<file path="config.mk">
export PLATFORM = sky130hd
export DESIGN_NAME = mac_address_text_parser_core_flat
export DESIGN_NICKNAME = d
export VERILOG_FILES = /design/src/matp_pkg.sv /design/src/matp_in_if.sv /design/src/matp_out_if.sv /design/src/matp_step.sv /design/src/mac_address_text_parser_core.sv /design/src/flat_wrapper.sv
export SDC_FILE = /design/constraint.sdc
export NUM_CORES = 1
export LEC_CHECK = 0
export ABC_CLOCK_PERIOD_IN_PS = 5300
export BUFFER_PORTS_ARGS = -buffer_cell sky130_fd_sc_hd__buf_2
export CORE_ASPECT_RATIO = 0.75
export CORE_MARGIN = 5
export CORE_UTILIZATION = 45
export CTS_CLUSTER_DIAMETER = 150
export CTS_CLUSTER_SIZE = 25
export DETAILED_ROUTE_END_ITERATION = 8
export SLEW_MARGIN = 5
export SYNTH_ARGS = -nofsm -noshare
export SYNTH_HDL_FRONTEND = slang
export SYNTH_SLANG_ARGS = --single-unit
</file>
<file path="constraint.sdc">
create_clock -name clk -period 5.3 [get_ports clk]
set_input_delay 1.325 -clock clk [delete_from_list [all_inputs] [get_ports clk]]
set_output_delay 1.325 -clock clk [all_outputs]
set_load 0.05 [all_outputs]
</file>
<file path="src/matp_pkg.sv">
`timescale 1ns / 1ps

package matp_pkg;

	localparam int OCTETS = 6;
	localparam int ADDR_W = 48;
	localparam logic [4:0] EXPECT_LEN = 5'(3 * OCTETS - 1);
	localparam logic [4:0] CHAR_MAX = 5'd31;
	localparam logic [2:0] OCTET_LAST = 3'(OCTETS);
	localparam logic [7:0] CH_COLON = 8'h3A;
	localparam logic [7:0] CH_END = 8'h00;

	typedef enum logic [1:0] {
		PH_IDLE,
		PH_FIRST,
		PH_SECOND,
		PH_SEP
	} phase_t;

	typedef struct packed {
		phase_t             phase;
		logic [2:0]         octet_count;
		logic [4:0]         char_count;
		logic [3:0]         high_nibble;
		logic [ADDR_W-1:0]  address_acc;
	} parse_state_t;

	typedef struct packed {
		logic              valid;
		logic [ADDR_W-1:0] address;
		logic              status;
	} parse_result_t;

	typedef struct packed {
		logic       ok;
		logic [3:0] value;
	} hex_digit_t;

	function automatic hex_digit_t hex_value(input logic [7:0] c);
		hex_digit_t d;
		d = '0;
		if (c >= 8'h30 && c <= 8'h39) begin
			d.ok = 1'b1;
			d.value = 4'(c - 8'h30);
		end else if (c >= 8'h61 && c <= 8'h66) begin
			d.ok = 1'b1;
			d.value = 4'(c - 8'h57);
		end else if (c >= 8'h41 && c <= 8'h46) begin
			d.ok = 1'b1;
			d.value = 4'(c - 8'h37);
		end
		return d;
	endfunction

	function automatic logic [4:0] count_inc(input logic [4:0] n);
		return (n == CHAR_MAX) ? n : n + 5'd1;
	endfunction

endpackage

</file>
<file path="src/matp_in_if.sv">
`timescale 1ns / 1ps

interface matp_in_if;
	logic       valid;
	logic       ready;
	logic [7:0] ch;
	logic       start_req;

	modport source (output valid, output ch, output start_req, input ready);
	modport sink (input valid, input ch, input start_req, output ready);
endinterface

</file>
<file path="src/matp_out_if.sv">
`timescale 1ns / 1ps

interface matp_out_if;
	logic        valid;
	logic        ready;
	logic [47:0] address;
	logic        status;

	modport source (output valid, output address, output status, input ready);
	modport sink (input valid, input address, input status, output ready);
endinterface

</file>
<file path="src/matp_step.sv">
`timescale 1ns / 1ps

module matp_step (
	input  logic [7:0]             ch,
	input  logic                   start_req,
	input  matp_pkg::parse_state_t cur,
	output matp_pkg::parse_state_t nxt,
	output matp_pkg::parse_result_t res
);

	matp_pkg::parse_state_t st;
	matp_pkg::hex_digit_t   hd;
	logic                   do_first;
	logic                   emit;
	logic                   emit_ok;
	logic [7:0]             octet_val;
	logic [2:0]             octet_next;

	assign hd = matp_pkg::hex_value(ch);

	// Next-state logic.
	always_comb begin
		st = cur;
		if (start_req) begin
			st = '0;
			st.phase = matp_pkg::PH_FIRST;
		end
		nxt = st;
		do_first = 1'b0;
		emit = 1'b0;
		emit_ok = 1'b0;
		octet_val = '0;
		octet_next = st.octet_count + 3'd1;
		unique case (st.phase)
			matp_pkg::PH_IDLE: begin
			end
			matp_pkg::PH_SEP: begin
				if (ch == matp_pkg::CH_COLON) begin
					nxt.char_count = matp_pkg::count_inc(st.char_count);
					nxt.phase = matp_pkg::PH_FIRST;
				end else begin
					do_first = 1'b1;
				end
			end
			matp_pkg::PH_FIRST: begin
				do_first = 1'b1;
			end
			matp_pkg::PH_SECOND: begin
				priority if (hd.ok) begin
					octet_val = {st.high_nibble, hd.value};
					nxt.char_count = matp_pkg::count_inc(st.char_count);
				end else if (ch == matp_pkg::CH_COLON) begin
					octet_val = {4'h0, st.high_nibble};
					nxt.char_count = matp_pkg::count_inc(st.char_count);
				end else if (ch == matp_pkg::CH_END) begin
					octet_val = {4'h0, st.high_nibble};
				end else begin
					emit = 1'b1;
				end
				if (!emit) begin
					nxt.address_acc = {st.address_acc[matp_pkg::ADDR_W-9:0], octet_val};
					nxt.octet_count = octet_next;
					if (octet_next == matp_pkg::OCTET_LAST) begin
						emit = 1'b1;
						emit_ok = (nxt.char_count == matp_pkg::EXPECT_LEN);
					end else if (ch == matp_pkg::CH_END) begin
						emit = 1'b1;
					end else begin
						nxt.phase = matp_pkg::PH_SEP;
					end
				end
			end
			default: begin
			end
		endcase
		if (do_first) begin
			if (hd.ok) begin
				nxt.high_nibble = hd.value;
				nxt.char_count = matp_pkg::count_inc(st.char_count);
				nxt.phase = matp_pkg::PH_SECOND;
			end else begin
				emit = 1'b1;
			end
		end
		if (emit) begin
			nxt.phase = matp_pkg::PH_IDLE;
		end
	end

	// Result logic.
	always_comb begin
		res.valid = emit;
		res.status = !emit_ok;
		res.address = emit_ok ? nxt.address_acc : '0;
	end

endmodule

</file>
<file path="src/mac_address_text_parser_core.sv">
`timescale 1ns / 1ps

// Parses a MAC address string delivered one character per request and gives at most one
// result per string, whose address holds the six octets with the first in the top byte.
// A new character is accepted in every cycle unless a stall holds the input register;
// its effect is computed by the combinational parse step from the input register and is
// registered in the result register. The rate of one character per cycle holds while
// no result waits; while a result waits for the receiver, the parse step stalls and the input
// register can still take one more character.

module mac_address_text_parser_core (
	input  logic             clk,
	input  logic             arst_n,
	matp_in_if.sink          chars,
	matp_out_if.source       result
);

	logic                    valid_s1;
	logic [7:0]              ch_s1;
	logic                    start_s1;
	matp_pkg::parse_state_t  state_q;
	matp_pkg::parse_state_t  state_next;
	matp_pkg::parse_result_t step_res;
	logic                    out_valid_q;
	logic [47:0]             address_q;
	logic                    status_q;
	logic                    out_free;
	logic                    advance;

	assign out_free = !out_valid_q || result.ready;
	assign advance = valid_s1 && out_free;
	assign chars.ready = !valid_s1 || out_free;

	matp_step u_step (
		.ch        (ch_s1),
		.start_req (start_s1),
		.cur       (state_q),
		.nxt       (state_next),
		.res       (step_res)
	);

	always_ff @(posedge clk or negedge arst_n) begin
		if (!arst_n) begin
			valid_s1 <= 1'b0;
		end else if (chars.ready) begin
			valid_s1 <= chars.valid;
		end
	end

	always_ff @(posedge clk) begin
		if (chars.valid && chars.ready) begin
			ch_s1 <= chars.ch;
			start_s1 <= chars.start_req;
		end
	end

	always_ff @(posedge clk or negedge arst_n) begin
		if (!arst_n) begin
			state_q <= '0;
		end else if (advance) begin
			state_q <= state_next;
		end
	end

	always_ff @(posedge clk or negedge arst_n) begin
		if (!arst_n) begin
			out_valid_q <= 1'b0;
		end else if (advance && step_res.valid) begin
			out_valid_q <= 1'b1;
		end else if (result.ready) begin
			out_valid_q <= 1'b0;
		end
	end

	always_ff @(posedge clk) begin
		if (advance && step_res.valid) begin
			address_q <= step_res.address;
			status_q <= step_res.status;
		end
	end

	assign result.valid = out_valid_q;
	assign result.address = address_q;
	assign result.status = status_q;

endmodule
</file>
<file path="src/flat_wrapper.sv">
// flat-port wrapper written by rule: the top's interface ports become plain ports
module mac_address_text_parser_core_flat 
  (clk, arst_n, chars_valid, chars_ch, chars_start_req, chars_ready, result_valid, result_address, result_status, result_ready);
  matp_in_if chars_i ();
  matp_out_if result_i ();
  input  logic clk;
  input  logic arst_n;
  input wire logic [$bits(chars_i.valid)-1:0] chars_valid;
  input wire logic [$bits(chars_i.ch)-1:0] chars_ch;
  input wire logic [$bits(chars_i.start_req)-1:0] chars_start_req;
  output wire logic [$bits(chars_i.ready)-1:0] chars_ready;
  output wire logic [$bits(result_i.valid)-1:0] result_valid;
  output wire logic [$bits(result_i.address)-1:0] result_address;
  output wire logic [$bits(result_i.status)-1:0] result_status;
  input wire logic [$bits(result_i.ready)-1:0] result_ready;
  assign chars_i.valid = chars_valid;
  assign chars_i.ch = chars_ch;
  assign chars_i.start_req = chars_start_req;
  assign chars_ready = chars_i.ready;
  assign result_valid = result_i.valid;
  assign result_address = result_i.address;
  assign result_status = result_i.status;
  assign result_i.ready = result_ready;
  mac_address_text_parser_core u_core (.clk(clk), .arst_n(arst_n), .chars(chars_i), .result(result_i));
endmodule
</file>
Yosys cells after proc, flatten, opt, wreduce, memory -nomap -nowiden

Index checks and enable logic that the tools add are counted.

Bits in registers: 122
Bits in latches: 0
Bits in writable memories: 0
ROM bits: 0
Bits of input ports: 13
Output and inout port bits: 51
Word-level logic and storage cells: 84
Memories kept: 0

$add $sub $neg: 5
Multiply operators: 0
Div/mod/pow operators: 0
$lt $le $gt $ge: 6
Equality and inequality tests: 7
Shifts and indexed selects: 0
Mux-type cells: 42
Bitwise gates (word level): 0
Reduce and logical (&&, ||, !) cells: 13

Operators with widths:

| kind                | number |
|---|---|
| $mux 48             | 2 |
| $mux 62             | 1 |
| $mux 5              | 8 |
| $mux 9              | 2 |
| $ge 8x7->1 const B  | 2 |
| $le 8x7->1 const B  | 2 |
| $mux 1              | 16 |
| $mux 2              | 6 |
| $eq 5x5->1 const B  | 2 |
| $pmux 5 s2          | 1 |
| $eq 8x6->1 const B  | 1 |
| $ge 8x6->1 const B  | 1 |
| $le 8x6->1 const B  | 1 |
| $logic_not 8->1     | 1 |
| $mux 4              | 2 |
| $mux 8              | 1 |
| $sub 4x3->4 const B | 2 |
| $logic_and 1x1->1   | 6 |
| $add 5x1->5 const B | 1 |
| $eq 2x2->1 const B  | 2 |
| $pmux 2 s2          | 1 |
| $sub 4x1->4 const B | 1 |
| $add 3x1->3 const B | 1 |
| $eq 3x3->1 const B  | 1 |
| other kinds (6)     | 9 |

Longest topological paths before layout

Depth in word-level cells: 13
Gate-level depth with buffers: 13
Gate-level depth less buffers: 10

Hierarchy

Synthesis repeated with hierarchy kept, for this count alone.

Cell total of the unflattened synthesis: 555
Area total of the unflattened synthesis: 6468.7 sq um

By module, submodules not included:

| module                       | times used | cells an instance | area an instance (sq um) | seq. area each (sq um) |
|---|---|---|---|---|
| mac_address_text_parser_core | 1          | 199               | 4393.0                   | 3343.2 |
| matp_step                    | 1          | 356               | 2075.7                   | 0.0 |

Worst setup path after synthesis

Ideal clock, no wire load.

Path type: reg-to-reg
Start point: reg u_core.start_s1
End point: reg u_core.address_q[0], in the netlist u_core.result.address[0] (enable)
Library setup time: 0.411 ns
Data arrival time: 3.317 ns
Data required time: 4.889 ns
Setup slack: 1.572 ns
Cell stages (with the launch flop): 13
Buffers on the path: 3
Period minus slack after synthesis: 3.728 ns
Cell sequence: edfxtp_1 clkbuf_1 inv_1 clkbuf_1 clkbuf_1 nand2_1 inv_1 ha_1 xnor2_1 nand2_1 a31o_2 o21ai_0 and2_1

Longest elaborated chain between the ends: 9
Elaborated cells on any way between the ends: 13
Classes of those cells: add/sub (1); eq/ne (4); mux (7); reduce/logical (1)

Ends and longest elaborated chain:

| element                  | RTL line                           | text |
|---|---|---|
| start: declaration       | mac_address_text_parser_core.sv:20 | `logic start_s1;` |
| start signal: assignment | mac_address_text_parser_core.sv:53 | `start_s1 <= chars.start_req;` |
| $mux 62 *                | matp_step.sv:24                    | `if (start_req) begin` |
| $add 3x1->3              | matp_step.sv:33                    | `octet_next = st.octet_count + 3'd1;` |
| $eq 3x3->1               | matp_step.sv:63                    | `if (octet_next == matp_pkg::OCTET_LAST) begin` |
| $mux 1                   | matp_step.sv:63                    |  |
| $mux 1                   | matp_step.sv:60                    | `if (!emit) begin` |
| $mux 1                   | matp_step.sv:34                    | `unique case (st.phase)` |
| $mux 1                   | matp_step.sv:77                    | `if (hd.ok) begin` |
| $mux 1 *                 | matp_step.sv:76                    | `if (do_first) begin` |
| $logic_and 1x1->1 *      | mac_address_text_parser_core.sv:76 | `if (advance && step_res.valid) begin` |
| end signal: assignment   | mac_address_text_parser_core.sv:77 | `address_q <= step_res.address;` |
| end: declaration         | mac_address_text_parser_core.sv:25 | `logic [47:0] address_q;` |

Mark *: on every way between the ends. The rest lies on a longest branch, timed or not.
A chain may end at the register's enable or synchronous reset.

Worst setup path in the final report

Start point: reg u_core.ch_s1[0]
End point: reg u_core.address_q[37], in the netlist u_core.result.address[37] (enable)

Longest elaborated chain between the ends: 12
Elaborated cells on any way between the ends: 27
Classes of those cells: order compare (6); eq/ne (1); mux (15); reduce/logical (5)

Ends and longest elaborated chain:

| element                                  | RTL line                           | text |
|---|---|---|
| start: declaration                       | mac_address_text_parser_core.sv:19 | `logic [7:0] ch_s1;` |
| start signal: assignment                 | mac_address_text_parser_core.sv:52 | `ch_s1 <= chars.ch;` |
| $ge 8x7->1 or $le 8x7->1 (tied branches) | matp_pkg.sv:48                     | `end else if (c >= 8'h41 && c <= 8'h46) begin` |
| $logic_and 1x1->1                        | matp_pkg.sv:48                     |  |
| $mux 5                                   | matp_pkg.sv:48                     |  |
| $mux 5                                   | matp_pkg.sv:45                     | `end else if (c >= 8'h61 && c <= 8'h66) begin` |
| $mux 5                                   | matp_pkg.sv:42                     | `if (c >= 8'h30 && c <= 8'h39) begin` |
| $mux 1                                   | matp_step.sv:49                    | `priority if (hd.ok) begin` |
| $mux 1                                   | matp_step.sv:34                    |  |
| $mux 1                                   | matp_step.sv:60                    |  |
| $mux 1                                   | matp_step.sv:34                    |  |
| $mux 1                                   | matp_step.sv:77                    |  |
| $mux 1 *                                 | matp_step.sv:76                    |  |
| $logic_and 1x1->1 *                      | mac_address_text_parser_core.sv:76 |  |

Mark *: on every way between the ends. The rest lies on a longest branch, timed or not. The select of a mux whose other input is x is not followed.

==> flow_summary.ini <==
[outcome]
outcome = complete, no violations

[synth]
synthFlopType = dfrtp_1
yosysMostFrequentCell = nand2_1
synth-edff-count = 58
synth.avg_cell_area_um2 = 10.8
syn_nets = 565
syn_inst = 545
ys_seq_area_frac = 0.570
synth_cell_types = 60
async_reset_ff_frac = 0.525
ys_ff_latch = 122
synth_top_area_frac = 0.297
synth.top_cells.by_count = nand2_1 (70), dfrtp_1 (64), edfxtp_1 (58)
synth_warnings = 0
netlist_area_mm2 = 0.00587
synthTopCellsByArea = edfxtp_1 (30%), dfrtp_1 (27%), a22o_1 (7.0%)
post-synth-top-area-cell = edfxtp_1

[min_path]
hold_class = reg2reg

[job]
maxCapViolations = 0

[timing]
finalClockSkew_ps = 10.7
relSlewSlack = 0.339
drv_slew = 0
tightest_slew_ps = 992
final.setup.tns_ps = 0
hold_viol = 0
post-route-min-period_ps = 3830
finalCritPeriodShare = 0.723
final-setup-viol-count = 0
fmax_mhz = 261
rsz0062_at_grt = false

[layout]
area_growth_pct = 18.0
layout-drive-gt1-share = 0.202
num_antenna_cells = 0
final_nets = 612
num-fill-cells = 1168
regArea_mm2 = 0.00334
multi_input_area_mm2 = 0.00231

[clocking]
clockBufferDepth = 2
clock_latency_ps = 410
cts-resized-gates = 0
cts_buffers = 17
cts.reportedPaths.clkPinSlew_ps = 60
ctsHoldBuffers = 0
cts_sinks = 122
postCtsSetupRepairBufs = 0
cts_root_buf = clkbuf_16
cts_htree_levels = 4
cts_tree = done

[placed_design]
dp_hpwl_um = 9470
port_buffers = 63
place_congestion = 0.886

[grt]
grt_overflow = 0
grt_pass1_wl_um = 24200
grt_usage = 0.202
first_global_vias = 4307
grt_max_degree = 57
antenna_found_initial = 0

[setup_path]
path_class = reg2reg
path_max_fanout = 35
worst_setup_path_end_kind = register
cp-start-kind = register
critPathArrivalTime_ps = 3940
critical_path_required_ps = 5400

[detailed_routing]
viasPerCell = 5.91
drc = 0
ant_nets = 0
wirelength_um = 15000
vias = 4587
firstDrtPassIters = 5
post_drt_wl_per_cell_um = 19.3
drt_iter0_markers = 469

[floorplan]
io_pins = 64
start_util = 0.456
core-area_mm2 = 0.0129
die_w_um = 142
rows = 36
fp.dieArea_mm2 = 0.0155
fp.dieH_um = 109

[power_and_ir_drop]
p_leak_nw = 2.69
powerDensity_mw_per_mm2 = 460
ir_worst_vdd_mv = 0.288
total_power_mw = 3.18
## final cells by class
class | instances | area share
Timing Repair Buffer | 71 | 0.0542
Clock buffer | 20 | 0.0645
Tap cell | 171 | 0.0309
Sequential cell | 122 | 0.483
Inverter | 11 | 0.00596
Multi-Input combinational cell | 369 | 0.333
Clock inverter | 12 | 0.0284
## worst max-delay path: stages, from the launching register on
cell,delay (ps)
edfxtp_1,510
inv_1,130
ha_1,210
or3b_1,380
o311a_1,240
or2_1,410
o21ai_0,440
and2_2,810
buf_4,360
## placed cells by master, fill, tap and decap left out, types with 2 or more instances in the layout
master and instances:
a21o_1 4, a22o_1 47, a21oi_1 50, a21oi_2 10, inv_1 11, o22ai_1 3, a41o_1 2, mux2_2 2
o31ai_1 2, nor3_1 8, a41oi_1 2, a22oi_1 2, dfrtp_1 64, nand2_1 70, o22a_1 2, mux2i_1 6
clkbuf_1 2, o2bb2ai_1 3, bufinv_16 5, clkbuf_16 17, nand3_1 46, and2_1 5, a31o_2 2, o21ai_0 18
a31oi_1 4, buf_4 8, and3_1 2, clkinv_4 2, clkinvlp_4 2, edfxtp_1 58, a32oi_1 4, nor2_1 22
buf_2 63, nand2b_1 5, nor2b_1 6, xnor2_1 3, nor4b_1 3, clkinv_2 2, ha_1 7
## where the power goes
| part | internal (mW) | leakage [nW] | switching, mW |
|---|---|---|---|
| sequential | 1.13 | 1.44 | 0.110 |
| combinational | 0.176 | 0.940 | 0.517 |
| clock | 0.844 | 0.308 | 0.410 |
| total | 2.15 | 2.69 | 1.04 |
## path summary, 6_finish.rpt
| check | from | to | slack (ps) | cells after the start |
|---|---|---|---|---|
| min in group asynchronous | arst_n | u_core.valid_s1$_DFFE_PN0N_ | 940 | 1 |
| worst min-delay path | u_core.state_q[42]$_DFFE_PN0P_ | u_core.state_q[42]$_DFFE_PN0P_ | 500 | 1 |
| max in group asynchronous | arst_n | u_core.state_q[46]$_DFFE_PN0P_ | 3350 | 2 |
| worst max-delay path | u_core.ch_s1[0]$_DFFE_PP_ | u_core.result.address[37]$_SDFFCE_PN0P_ | 1470 | 8 |
| worst min register to register | u_core.state_q[42]$_DFFE_PN0P_ | u_core.state_q[42]$_DFFE_PN0P_ | 500 | 1 |
| worst max register to register | u_core.ch_s1[0]$_DFFE_PP_ | u_core.result.address[37]$_SDFFCE_PN0P_ | 1470 | 8 |
## metrics by stage
stage | hold WS (ps) | cell area, um^2 | util | setup WS, ps | std cells
2_1_floorplan | 456 | 5870 | - | 1570 | 545
3_3_place_gp | 482 | 6280 | 0.488 | 1570 | 744
3_5_place_dp | 483 | 6280 | 0.488 | 1470 | 744
4_1_cts | 501 | 6930 | 0.538 | 1380 | 776
5_1_grt | 512 | 6930 | 0.538 | 1170 | 776
6_report | 502 | 6930 | 0.538 | 1470 | 776
## flip-flops by register name (all words and copies together), names as in the netlist
name,count
u_core.ch_s1,8
u_core.start_s1,1
u_core.state_q,62
u_core.result.valid,1
u_core.valid_s1,1
u_core.result.address,48
u_core.result.status,1
## logic make-up (layout without fill, tap and decap cells)
family	after synthesis	after routing	synth area share
XOR/XNOR	4	4	0.00597
AND/OR/NAND/NOR	176	176	0.140
AO/OA/AOI/OAI	174	174	0.214
adder cells (fa/ha/maj)	7	7	0.0149
buffers and inverters	54	114	0.0414
multiplexers	8	8	0.0141
flip-flops	122	122	0.570
## metal layers
| layer | GRT usage | vias to the layer above | wire length [um] |
|---|---|---|---|
| li1 | - | 2125 | - |
| met2 | 0.282 | 144 | 6550 |
| met1 | 0.308 | 2298 | 7300 |
| met3 | 0.0548 | 20 | 934 |
| met4 | 0.0555 | 0 | 182 |
| met5 | 0 | - | 0 |
Note: power is estimated with default switching activity, not from simulation.
